==> src/mros_pkg.sv <==
// ----------------------------------------------------------------------------
// mros_pkg
// Shared types, constants and character helpers of the markup reveal offset
// scanner.
// ----------------------------------------------------------------------------
package mros_pkg;

  localparam int MaxText = 64;
  localparam int AddrW   = $clog2(MaxText);
  localparam int LenW    = $clog2(MaxText + 1);
  localparam int UnitW   = 16;

  localparam logic [UnitW-1:0] ChLt    = 16'h003C;
  localparam logic [UnitW-1:0] ChGt    = 16'h003E;
  localparam logic [UnitW-1:0] ChSlash = 16'h002F;
  localparam logic [UnitW-1:0] ChAmp   = 16'h0026;

  typedef enum logic [3:0] {
    CMD_NONE,
    CMD_LOAD,
    CMD_FETCH,
    CMD_READ,
    CMD_ESC_BEGIN,
    CMD_ESC_STEP,
    CMD_TAG_STEP,
    CMD_TAG_CLOSE,
    CMD_EMIT_ONE,
    CMD_EMIT_NOGT,
    CMD_EMIT_PTR,
    CMD_FINISH
  } cmd_e;

  typedef enum logic [1:0] {
    ESC_QUOT,
    ESC_LT,
    ESC_GT,
    ESC_AMP
  } esc_e;

  typedef struct packed {
    logic pos_end;
    logic more;
    logic is_lt;
    logic is_amp;
    logic is_hs;
    logic is_ls;
    logic is_gt;
    logic nogt;
    logic esc_kind_ok;
    logic esc_match;
    logic esc_last;
  } status_t;

  function automatic logic is_space(input logic [UnitW-1:0] u);
    logic r;
    r = 1'b0;
    if (u inside {[16'h0009:16'h000D], [16'h2000:16'h200A], 16'h0020, 16'h0085,
                  16'h00A0, 16'h1680, 16'h2028, 16'h2029, 16'h202F, 16'h205F,
                  16'h3000}) begin
      r = 1'b1;
    end
    return r;
  endfunction

  function automatic logic [UnitW-1:0] esc_char(input esc_e kind, input logic [2:0] k);
    logic [UnitW-1:0] c;
    c = 16'h0000;
    case (kind)
      ESC_QUOT: begin
        case (k)
          3'd2: c = 16'h0075;
          3'd3: c = 16'h006F;
          3'd4: c = 16'h0074;
          3'd5: c = 16'h003B;
          default: c = 16'h0000;
        endcase
      end
      ESC_LT, ESC_GT: begin
        case (k)
          3'd2: c = 16'h0074;
          3'd3: c = 16'h003B;
          default: c = 16'h0000;
        endcase
      end
      ESC_AMP: begin
        case (k)
          3'd2: c = 16'h006D;
          3'd3: c = 16'h0070;
          3'd4: c = 16'h003B;
          default: c = 16'h0000;
        endcase
      end
      default: c = 16'h0000;
    endcase
    return c;
  endfunction

  function automatic logic [2:0] esc_last_idx(input esc_e kind);
    logic [2:0] r;
    case (kind)
      ESC_QUOT: r = 3'd5;
      ESC_AMP:  r = 3'd4;
      default:  r = 3'd3;
    endcase
    return r;
  endfunction

endpackage

==> src/mros_dp.sv <==
// ----------------------------------------------------------------------------
// mros_dp
// Text store, scan pointers, nesting depth and result registers.
// ----------------------------------------------------------------------------
module mros_dp (
  input  logic                     clk_i,
  input  logic                     rst_ni,
  input  mros_pkg::cmd_e           cmd_i,
  input  logic [15:0]              code_unit_i,
  output mros_pkg::status_t        status_o,
  output logic                     result_strobe_o,
  output logic [6:0]               end_offset_o,
  output logic [6:0]               open_depth_o,
  output logic                     last_result_o,
  output logic                     no_character_o,
  output logic                     truncated_o
);
  import mros_pkg::*;

  logic [UnitW-1:0] mem [MaxText];
  logic [UnitW-1:0] rdata_q;
  logic [AddrW-1:0] raddr;

  logic [LenW-1:0] len_q, pos_q, ptr_q, depth_q, pend_off_q, pend_dep_q, emit_off;
  logic            ovf_q, nogt_q, pend_v_q;
  logic            first_q, closing_q, slash_q;
  esc_e            kind_q;
  logic [2:0]      kidx_q;
  logic            emit;

  logic            strobe_q, last_q, nochar_q, trunc_q;
  logic [LenW-1:0] off_q, dep_q;

  assign raddr = (cmd_i == CMD_FETCH) ? pos_q[AddrW-1:0] : ptr_q[AddrW-1:0];
  assign emit  = (cmd_i == CMD_EMIT_ONE) || (cmd_i == CMD_EMIT_NOGT) ||
                 (cmd_i == CMD_EMIT_PTR);
  assign emit_off = (cmd_i == CMD_EMIT_PTR) ? ptr_q : pos_q + LenW'(1);

  always_ff @(posedge clk_i) begin
    if (cmd_i == CMD_LOAD && len_q != LenW'(MaxText)) begin
      mem[len_q[AddrW-1:0]] <= code_unit_i;
    end
    rdata_q <= mem[raddr];
  end

  always_comb begin
    status_o.pos_end     = (pos_q == len_q);
    status_o.more        = (ptr_q < len_q);
    status_o.is_lt       = (rdata_q == ChLt);
    status_o.is_amp      = (rdata_q == ChAmp);
    status_o.is_hs       = (rdata_q inside {[16'hD800:16'hDBFF]});
    status_o.is_ls       = (rdata_q inside {[16'hDC00:16'hDFFF]});
    status_o.is_gt       = (rdata_q == ChGt);
    status_o.nogt        = nogt_q;
    status_o.esc_kind_ok = (rdata_q inside {16'h0071, 16'h006C, 16'h0067, 16'h0061});
    status_o.esc_match   = (rdata_q == esc_char(kind_q, kidx_q));
    status_o.esc_last    = (kidx_q == esc_last_idx(kind_q));
  end

  always_ff @(posedge clk_i or negedge rst_ni) begin
    if (!rst_ni) begin
      len_q    <= '0;
      ovf_q    <= 1'b0;
      pos_q    <= '0;
      ptr_q    <= '0;
      depth_q  <= '0;
      nogt_q   <= 1'b0;
      pend_v_q <= 1'b0;
      strobe_q <= 1'b0;
    end else begin
      strobe_q <= 1'b0;
      case (cmd_i)
        CMD_LOAD: begin
          if (len_q != LenW'(MaxText)) len_q <= len_q + LenW'(1);
          else ovf_q <= 1'b1;
        end
        CMD_FETCH: ptr_q <= pos_q + LenW'(1);
        CMD_READ, CMD_ESC_BEGIN, CMD_ESC_STEP, CMD_TAG_STEP: ptr_q <= ptr_q + LenW'(1);
        CMD_TAG_CLOSE: begin
          pos_q <= ptr_q;
          if (closing_q) begin
            if (depth_q != '0) depth_q <= depth_q - LenW'(1);
          end else if (!slash_q) begin
            depth_q <= depth_q + LenW'(1);
          end
        end
        CMD_FINISH: begin
          strobe_q <= 1'b1;
          len_q    <= '0;
          ovf_q    <= 1'b0;
          pos_q    <= '0;
          depth_q  <= '0;
          nogt_q   <= 1'b0;
          pend_v_q <= 1'b0;
        end
        default: ;
      endcase
      if (emit) begin
        pos_q    <= emit_off;
        pend_v_q <= 1'b1;
        strobe_q <= pend_v_q;
        if (cmd_i == CMD_EMIT_NOGT) nogt_q <= 1'b1;
      end
    end
  end

  always_ff @(posedge clk_i) begin
    if (cmd_i == CMD_READ) begin
      first_q   <= 1'b1;
      closing_q <= 1'b0;
      slash_q   <= 1'b0;
    end
    if (cmd_i == CMD_TAG_STEP) begin
      first_q <= 1'b0;
      if (first_q && rdata_q == ChSlash) closing_q <= 1'b1;
      if (!is_space(rdata_q)) slash_q <= (rdata_q == ChSlash);
    end
    if (cmd_i == CMD_ESC_BEGIN) begin
      case (rdata_q)
        16'h0071: kind_q <= ESC_QUOT;
        16'h006C: kind_q <= ESC_LT;
        16'h0067: kind_q <= ESC_GT;
        default:  kind_q <= ESC_AMP;
      endcase
      kidx_q <= 3'd2;
    end
    if (cmd_i == CMD_ESC_STEP) kidx_q <= kidx_q + 3'd1;
    if (emit) begin
      pend_off_q <= emit_off;
      pend_dep_q <= depth_q;
      off_q      <= pend_off_q;
      dep_q      <= pend_dep_q;
      last_q     <= 1'b0;
      nochar_q   <= 1'b0;
      trunc_q    <= ovf_q;
    end
    if (cmd_i == CMD_FINISH) begin
      off_q    <= pend_v_q ? pend_off_q : '0;
      dep_q    <= pend_v_q ? pend_dep_q : '0;
      last_q   <= 1'b1;
      nochar_q <= !pend_v_q;
      trunc_q  <= ovf_q;
    end
  end

  assign result_strobe_o = strobe_q;
  assign end_offset_o    = off_q;
  assign open_depth_o    = dep_q;
  assign last_result_o   = last_q;
  assign no_character_o  = nochar_q;
  assign truncated_o     = trunc_q;

endmodule

==> src/mros_ctrl.sv <==
// ----------------------------------------------------------------------------
// mros_ctrl
// Sequencer for loading and scanning one text.
// ----------------------------------------------------------------------------
module mros_ctrl (
  input  logic              clk_i,
  input  logic              rst_ni,
  input  logic              start_i,
  input  logic              last_unit_i,
  input  mros_pkg::status_t status_i,
  output mros_pkg::cmd_e    cmd_o,
  output logic              busy_o
);
  import mros_pkg::*;

  localparam logic [2:0] S_IDLE   = 3'd0;
  localparam logic [2:0] S_FETCH  = 3'd1;
  localparam logic [2:0] S_CLASS  = 3'd2;
  localparam logic [2:0] S_TAG    = 3'd3;
  localparam logic [2:0] S_ESC1   = 3'd4;
  localparam logic [2:0] S_ESC    = 3'd5;
  localparam logic [2:0] S_SUR    = 3'd6;
  localparam logic [2:0] S_FINISH = 3'd7;

  logic [2:0] state_q, state_d;

  always_comb begin
    state_d = state_q;
    cmd_o   = CMD_NONE;
    case (state_q)
      S_IDLE: begin
        if (start_i) begin
          cmd_o = CMD_LOAD;
          if (last_unit_i) state_d = S_FETCH;
        end
      end
      S_FETCH: begin
        if (status_i.pos_end) begin
          state_d = S_FINISH;
        end else begin
          cmd_o   = CMD_FETCH;
          state_d = S_CLASS;
        end
      end
      S_CLASS: begin
        state_d = S_FETCH;
        if (status_i.is_lt && !status_i.nogt) begin
          if (status_i.more) begin
            cmd_o   = CMD_READ;
            state_d = S_TAG;
          end else begin
            cmd_o = CMD_EMIT_NOGT;
          end
        end else if (status_i.is_amp && status_i.more) begin
          cmd_o   = CMD_READ;
          state_d = S_ESC1;
        end else if (status_i.is_hs && status_i.more) begin
          cmd_o   = CMD_READ;
          state_d = S_SUR;
        end else begin
          cmd_o = CMD_EMIT_ONE;
        end
      end
      S_TAG: begin
        if (status_i.is_gt) begin
          cmd_o   = CMD_TAG_CLOSE;
          state_d = S_FETCH;
        end else if (status_i.more) begin
          cmd_o = CMD_TAG_STEP;
        end else begin
          cmd_o   = CMD_EMIT_NOGT;
          state_d = S_FETCH;
        end
      end
      S_ESC1: begin
        if (status_i.esc_kind_ok && status_i.more) begin
          cmd_o   = CMD_ESC_BEGIN;
          state_d = S_ESC;
        end else begin
          cmd_o   = CMD_EMIT_ONE;
          state_d = S_FETCH;
        end
      end
      S_ESC: begin
        if (status_i.esc_match && status_i.esc_last) begin
          cmd_o   = CMD_EMIT_PTR;
          state_d = S_FETCH;
        end else if (status_i.esc_match && status_i.more) begin
          cmd_o = CMD_ESC_STEP;
        end else begin
          cmd_o   = CMD_EMIT_ONE;
          state_d = S_FETCH;
        end
      end
      S_SUR: begin
        cmd_o   = status_i.is_ls ? CMD_EMIT_PTR : CMD_EMIT_ONE;
        state_d = S_FETCH;
      end
      S_FINISH: begin
        cmd_o   = CMD_FINISH;
        state_d = S_IDLE;
      end
      default: state_d = S_IDLE;
    endcase
  end

  always_ff @(posedge clk_i or negedge rst_ni) begin
    if (!rst_ni) begin
      state_q <= S_IDLE;
    end else begin
      state_q <= state_d;
    end
  end

  assign busy_o = (state_q != S_IDLE);

endmodule

==> src/markup_reveal_offset_scanner.sv <==
// Loading takes one code unit per cycle while start is high; busy stays low
// until the final unit. Scanning then walks the single-port text store: a
// plain character is fetched, then classified; a tag, escape or pair reads
// each further unit in turn. A result transfers in the cycle after the next
// character is found; the last follows the finish state, when a new text may
// already load. The receiver cannot stall. Reset clears control.
// ----------------------------------------------------------------------------
// markup_reveal_offset_scanner
// Top level: reveal offsets and tag depth of visible characters in a text.
// ----------------------------------------------------------------------------
module markup_reveal_offset_scanner (
  input  logic        clk_i,
  input  logic        rst_ni,
  input  logic        start_i,
  output logic        busy_o,
  input  logic [15:0] code_unit_i,
  input  logic        last_unit_i,
  output logic        result_strobe_o,
  output logic [6:0]  end_offset_o,
  output logic [6:0]  open_depth_o,
  output logic        last_result_o,
  output logic        no_character_o,
  output logic        truncated_o
);
  import mros_pkg::*;

  cmd_e    cmd;
  status_t status;

  mros_ctrl u_ctrl (
    .clk_i       (clk_i),
    .rst_ni      (rst_ni),
    .start_i     (start_i),
    .last_unit_i (last_unit_i),
    .status_i    (status),
    .cmd_o       (cmd),
    .busy_o      (busy_o)
  );

  mros_dp u_dp (
    .clk_i           (clk_i),
    .rst_ni          (rst_ni),
    .cmd_i           (cmd),
    .code_unit_i     (code_unit_i),
    .status_o        (status),
    .result_strobe_o (result_strobe_o),
    .end_offset_o    (end_offset_o),
    .open_depth_o    (open_depth_o),
    .last_result_o   (last_result_o),
    .no_character_o  (no_character_o),
    .truncated_o     (truncated_o)
  );

  a_strobe_busy: assert property (@(posedge clk_i) disable iff (!rst_ni)
    result_strobe_o |-> $past(busy_o))
    else $error("result without scan");

  a_marker_zero: assert property (@(posedge clk_i) disable iff (!rst_ni)
    (result_strobe_o && no_character_o) |->
      (last_result_o && end_offset_o == '0 && open_depth_o == '0))
    else $error("bad empty marker");

  a_offset_range: assert property (@(posedge clk_i) disable iff (!rst_ni)
    result_strobe_o |-> (end_offset_o <= 7'(MaxText)))
    else $error("offset out of range");

  a_last_idle: assert property (@(posedge clk_i) disable iff (!rst_ni)
    (result_strobe_o && last_result_o) |-> !busy_o)
    else $error("busy after last result");

endmodule
==> config.mk <==
export PLATFORM = sky130hd
export DESIGN_NAME = markup_reveal_offset_scanner
export DESIGN_NICKNAME = d
export VERILOG_FILES = /design/src/mros_pkg.sv /design/src/mros_dp.sv /design/src/mros_ctrl.sv /design/src/markup_reveal_offset_scanner.sv
export SDC_FILE = /design/constraint.sdc
export NUM_CORES = 2
export LEC_CHECK = 0
export BUFFER_PORTS_ARGS = -buffer_cell sky130_fd_sc_hd__buf_2
export CAP_MARGIN = 40
export CORE_UTILIZATION = 50
export DETAILED_ROUTE_END_ITERATION = 16
export GPL_TIMING_DRIVEN = 0
export PLACE_DENSITY = 0.65
export SYNTH_ARGS = -nofsm -noshare
export SYNTH_HDL_FRONTEND = slang
export SYNTH_SLANG_ARGS = --single-unit
export TNS_END_PERCENT = 10
==> constraint.sdc <==
create_clock -name clk_i -period 4.19 [get_ports clk_i]
set_clock_uncertainty 0.2 [all_clocks]
set_input_delay 0.2095 -clock clk_i [delete_from_list [all_inputs] [get_ports clk_i]]
set_output_delay 0.2095 -clock clk_i [all_outputs]
set_load 0.01 [all_outputs]
==> results.yml <==
global_routing:
  antenna_found_initial: 4
  grt_pass1_wl_mm: 209
  grt_max_degree: 65
  grt_pass1_vias: 30800
  grt_util_met3: 0.0619
  use_met1: 0.425
  grt-busiest-layer: "met2"
  gr-total-overflow: 0
  use_met2: 0.474
  grt_use_total: 0.311
routing:
  vias: 32500
  dr.pass1.iters: 7
  drt-total-wl_mm: 146
  ant_nets: 0
  drt_iter0_markers: 4822
  vias_per_cell: 6.25
  route.detailed.drc: 0
  routedWlPerCell_um: 28.0
run_status:
  status: "finished with violations"
  violations: "setup timing"
run:
  cap_violations: 0
place:
  gp_congestion: 1.02
  placedInstanceArea_um2: 49200
  detailed_place_hpwl_mm: 100
  port_buffers: 38
  pre_cts_slack_ps: -1770
critical_path:
  r2r_slack_ps: -190
  startpoint_type: "flip-flop"
  cp_max_fo: 10
  r2r_cells: 12
  rr_endpoint: "u_dp.rdata_q[1]$_DFF_P_"
  crit_arrival_ps: 4820
  r2r_start: "u_dp.len_q[1]$_DFFE_PN0P_"
  worstPathRequired_ps: 4630
  end_kind: "flip-flop"
  criticalPathCategory: "flip-flop to flip-flop"
floorplanning:
  rows: 110
  dieArea_um2: 93100
  core_um2: 90600
  start_util: 0.507
  die_y_um: 305
  die_w_um: 305
  boundaryPins: 39
layout:
  final_nets: 3974
  fin_area_um2: 54300
  fillers: 7120
  diodes: 0
  syn2layout_area_growth_pct: 18.3
  drive_gt1_frac: 0.169
cts:
  root_buffer: "clkbuf_16"
  insertion_delay_ps: 720
  h-tree-depth: 3
  clockBufferDepth: 3
  clkTransAtPathRegs_ps: 60
  clkSinkCount: 1114
  numCtsBuffers: 113
  cts_tree: "yes"
sta:
  setup_viol: 100
  setup_ws_ps: -192
  slew_violations: 0
  min_period_over_period: 1.05
  worst_pin_slew_ps: 930
  layout_min_cycle_time_ps: 4380
  final.setup.tns_ps: -5480
  fin_hold_ws_ps: 236
  hold_viol_final: 0
  fmax_mhz: 228
  max-slew-margin-rel: 0.380
  rsz0062_at_grt: "yes"
pwr:
  switchingPower_mw: 19.5
  powerDensity_nw_per_um2: 811
  p_leak_nw: 19.2
  p_int_mw: 24.5
  switching_share: 0.443
  sequentialPowerShare: 0.294
  finalPower_mw: 44.1
  power_frac_clock: 0.230
  ir_drop_v: 0.000547
  comb_power_share: 0.477
yosys:
  syn-num-nets: 3691
  ys_seq_elements: 1114
  ys_seq_area_frac: 0.720
  syn_inst: 3645
  synth_area_per_cell_um2: 12.6
  synth_flop_cell: "edfxtp_1"
  syn-cell-area_um2: 45900
  synth-edff-count: 1059
  synth_cell_type_count: 87
  ys_warn_count: 0
  async_flop_share: 0.0314
worst_hold_path:
  min_path_type: "input port to flip-flop"
  hp-start: "code_unit_i[1]"
  min_to: "u_dp.mem[47][1]$_DFFE_PP_"
  whs_path_depth: 2
## worst max path at each step
stage,startpoint,endpoint,slack [ps],cells past startpoint
floorplan,u_dp.len_q[3]$_DFFE_PN0P_,u_dp.pend_dep_q[0]$_DFFE_PP_,620,11
global placement,u_dp.len_q[1]$_DFFE_PN0P_,u_dp.rdata_q[5]$_DFF_P_,-2330,12
detailed placement,u_dp.len_q[3]$_DFFE_PN0P_,u_dp.rdata_q[4]$_DFF_P_,-1770,12
CTS,u_ctrl.state_q[2]$_DFFE_PN0P_,u_dp.mem[40][10]$_DFFE_PP_,-80,8
global route,u_dp.pos_q[2]$_DFFE_PN0P_,u_dp.rdata_q[8]$_DFF_P_,-170,16
finish,u_dp.len_q[1]$_DFFE_PN0P_,u_dp.rdata_q[1]$_DFF_P_,-190,12
## sequential cells by signal (all words and copies together), names as in the netlist
name / count
u_dp.depth_q: 7
u_dp.nogt_q: 1
u_dp.end_offset_o: 7
u_dp.result_strobe_o: 1
u_dp.open_depth_o: 7
u_dp.truncated_o: 1
u_ctrl.state_q: 3
u_dp.last_result_o: 1
u_dp.no_character_o: 1
u_dp.kidx_q: 3
u_dp.len_q: 7
u_dp.rdata_q: 16
u_dp.ptr_q: 7
u_dp.kind_q: 2
u_dp.slash_q: 1
u_dp.pos_q: 7
u_dp.closing_q: 1
u_dp.pend_v_q: 1
u_dp.pend_off_q: 7
u_dp.pend_dep_q: 7
u_dp.ovf_q: 1
u_dp.first_q: 1
u_dp.mem: 1024
## cell families after synthesis
logic type	Yosys count	share of synthesized area
adders and majority gates	26	0.00725
muxes	30	0.00719
DFF	1114	0.720
and+or+nand+nor	1749	0.165
buffers and inverters	276	0.0249
xor gates and xnor gates	30	0.00572
AOI/OAI and AO/OA	420	0.0693
## cell usage after synthesis, drive strengths merged (7+ instances only)
library cell	instances	area (µm²)
nor4	8	65.1
and2	18	113
nor3	43	220
nand4	12	75.1
clkbuf	137	514
nor2	122	458
xor2	13	114
a211o	16	140
a311oi	148	1300
dfrtp	35	876
buf	103	494
o21a	7	52.6
xnor2	17	149
edfxtp	1059	31800
a2111oi	14	123
dfxtp	20	400
and3	106	663
a21o	7	52.6
mux2	8	93.8
a21oi	71	359
nand2b	8	50.1
nand2	1038	3900
o21ai	28	144
nand3	365	1830
inv	34	128
ha	25	313
a31oi	60	375
o211ai	17	128
mux2i	21	214
## per-stage QoR
stage | instances | utilization
floorplan | 3645 | -
detailed placement | 4965 | 0.543
global placement | 4859 | 0.525
finish | 5200 | 0.600
CTS | 5200 | 0.598
global route | 5200 | 0.600
## power groups by stage
stage | Combinational [mW] | Clock [mW] | Sequential (mW)
2_1_floorplan | 10.0 | 0 | 13.0
3_3_place_gp | 17.7 | 0 | 13.1
3_5_place_dp | 18.2 | 0 | 13.1
4_1_cts | 20.0 | 10.2 | 12.9
5_1_grt | 21.7 | 10.6 | 13.0
6_report | 21.0 | 10.1 | 12.9
## layout by cell type (no fill, tap or decap), drive strengths merged, types with 50 or more instances in the layout
| cell | count |
|---|---|
| edfxtp | 1059 |
| nand2 | 1038 |
| nand3 | 365 |
| clkbuf | 287 |
| buf | 247 |
| a311oi | 148 |
| nor2 | 122 |
| and3 | 106 |
| a21oi | 71 |
| a31oi | 60 |
| clkinv | 50 |
## final cells by class
type / count / area, µm² / share of cell area
Clock buffer: 149 / 3120 / 0.0574
Buffer: 234 / 1350 / 0.0249
Multi-Input combinational cell: 2255 / 12600 / 0.232
Timing Repair Buffer: 174 / 1980 / 0.0365
Clock inverter: 62 / 587 / 0.0108
Inverter: 36 / 135 / 0.00249
Tap cell: 1176 / 1470 / 0.0271
Sequential cell: 1114 / 33100 / 0.609
## worst max-delay path, stage by stage, from the launching register on
cell	delay, ps
dfrtp_1	490
xnor2_1	220
nand4_1	210
o311ai_4	370
buf_12	170
buf_4	210
mux2_2	480
buf_4	270
buf_2	240
a311oi_1	440
a311oi_1	150
nor3_1	570
a211o_1	260
## repair_timing
action | CTS | global route
hold buffers | 22 | 0
hold endpoints to repair | 675 | 0
buffers inserted | 7 | 1
pin swaps | 7 | 6
endpoints found under the setup margin | 151 | 157
resized for setup | 282 | 69
## per-layer routing
| metal | wire length (µm) | part of all wire | up-vias |
|---|---|---|---|
| met5 | 129 | 0.00089 | - |
| met3 | 16100 | 0.11 | 405 |
| met2 | 65200 | 0.45 | 2071 |
| met1 | 55800 | 0.38 | 16000 |
| met4 | 8300 | 0.057 | 8 |
| li1 | - | - | 14000 |
Note: power is estimated with default switching activity, not from simulation.
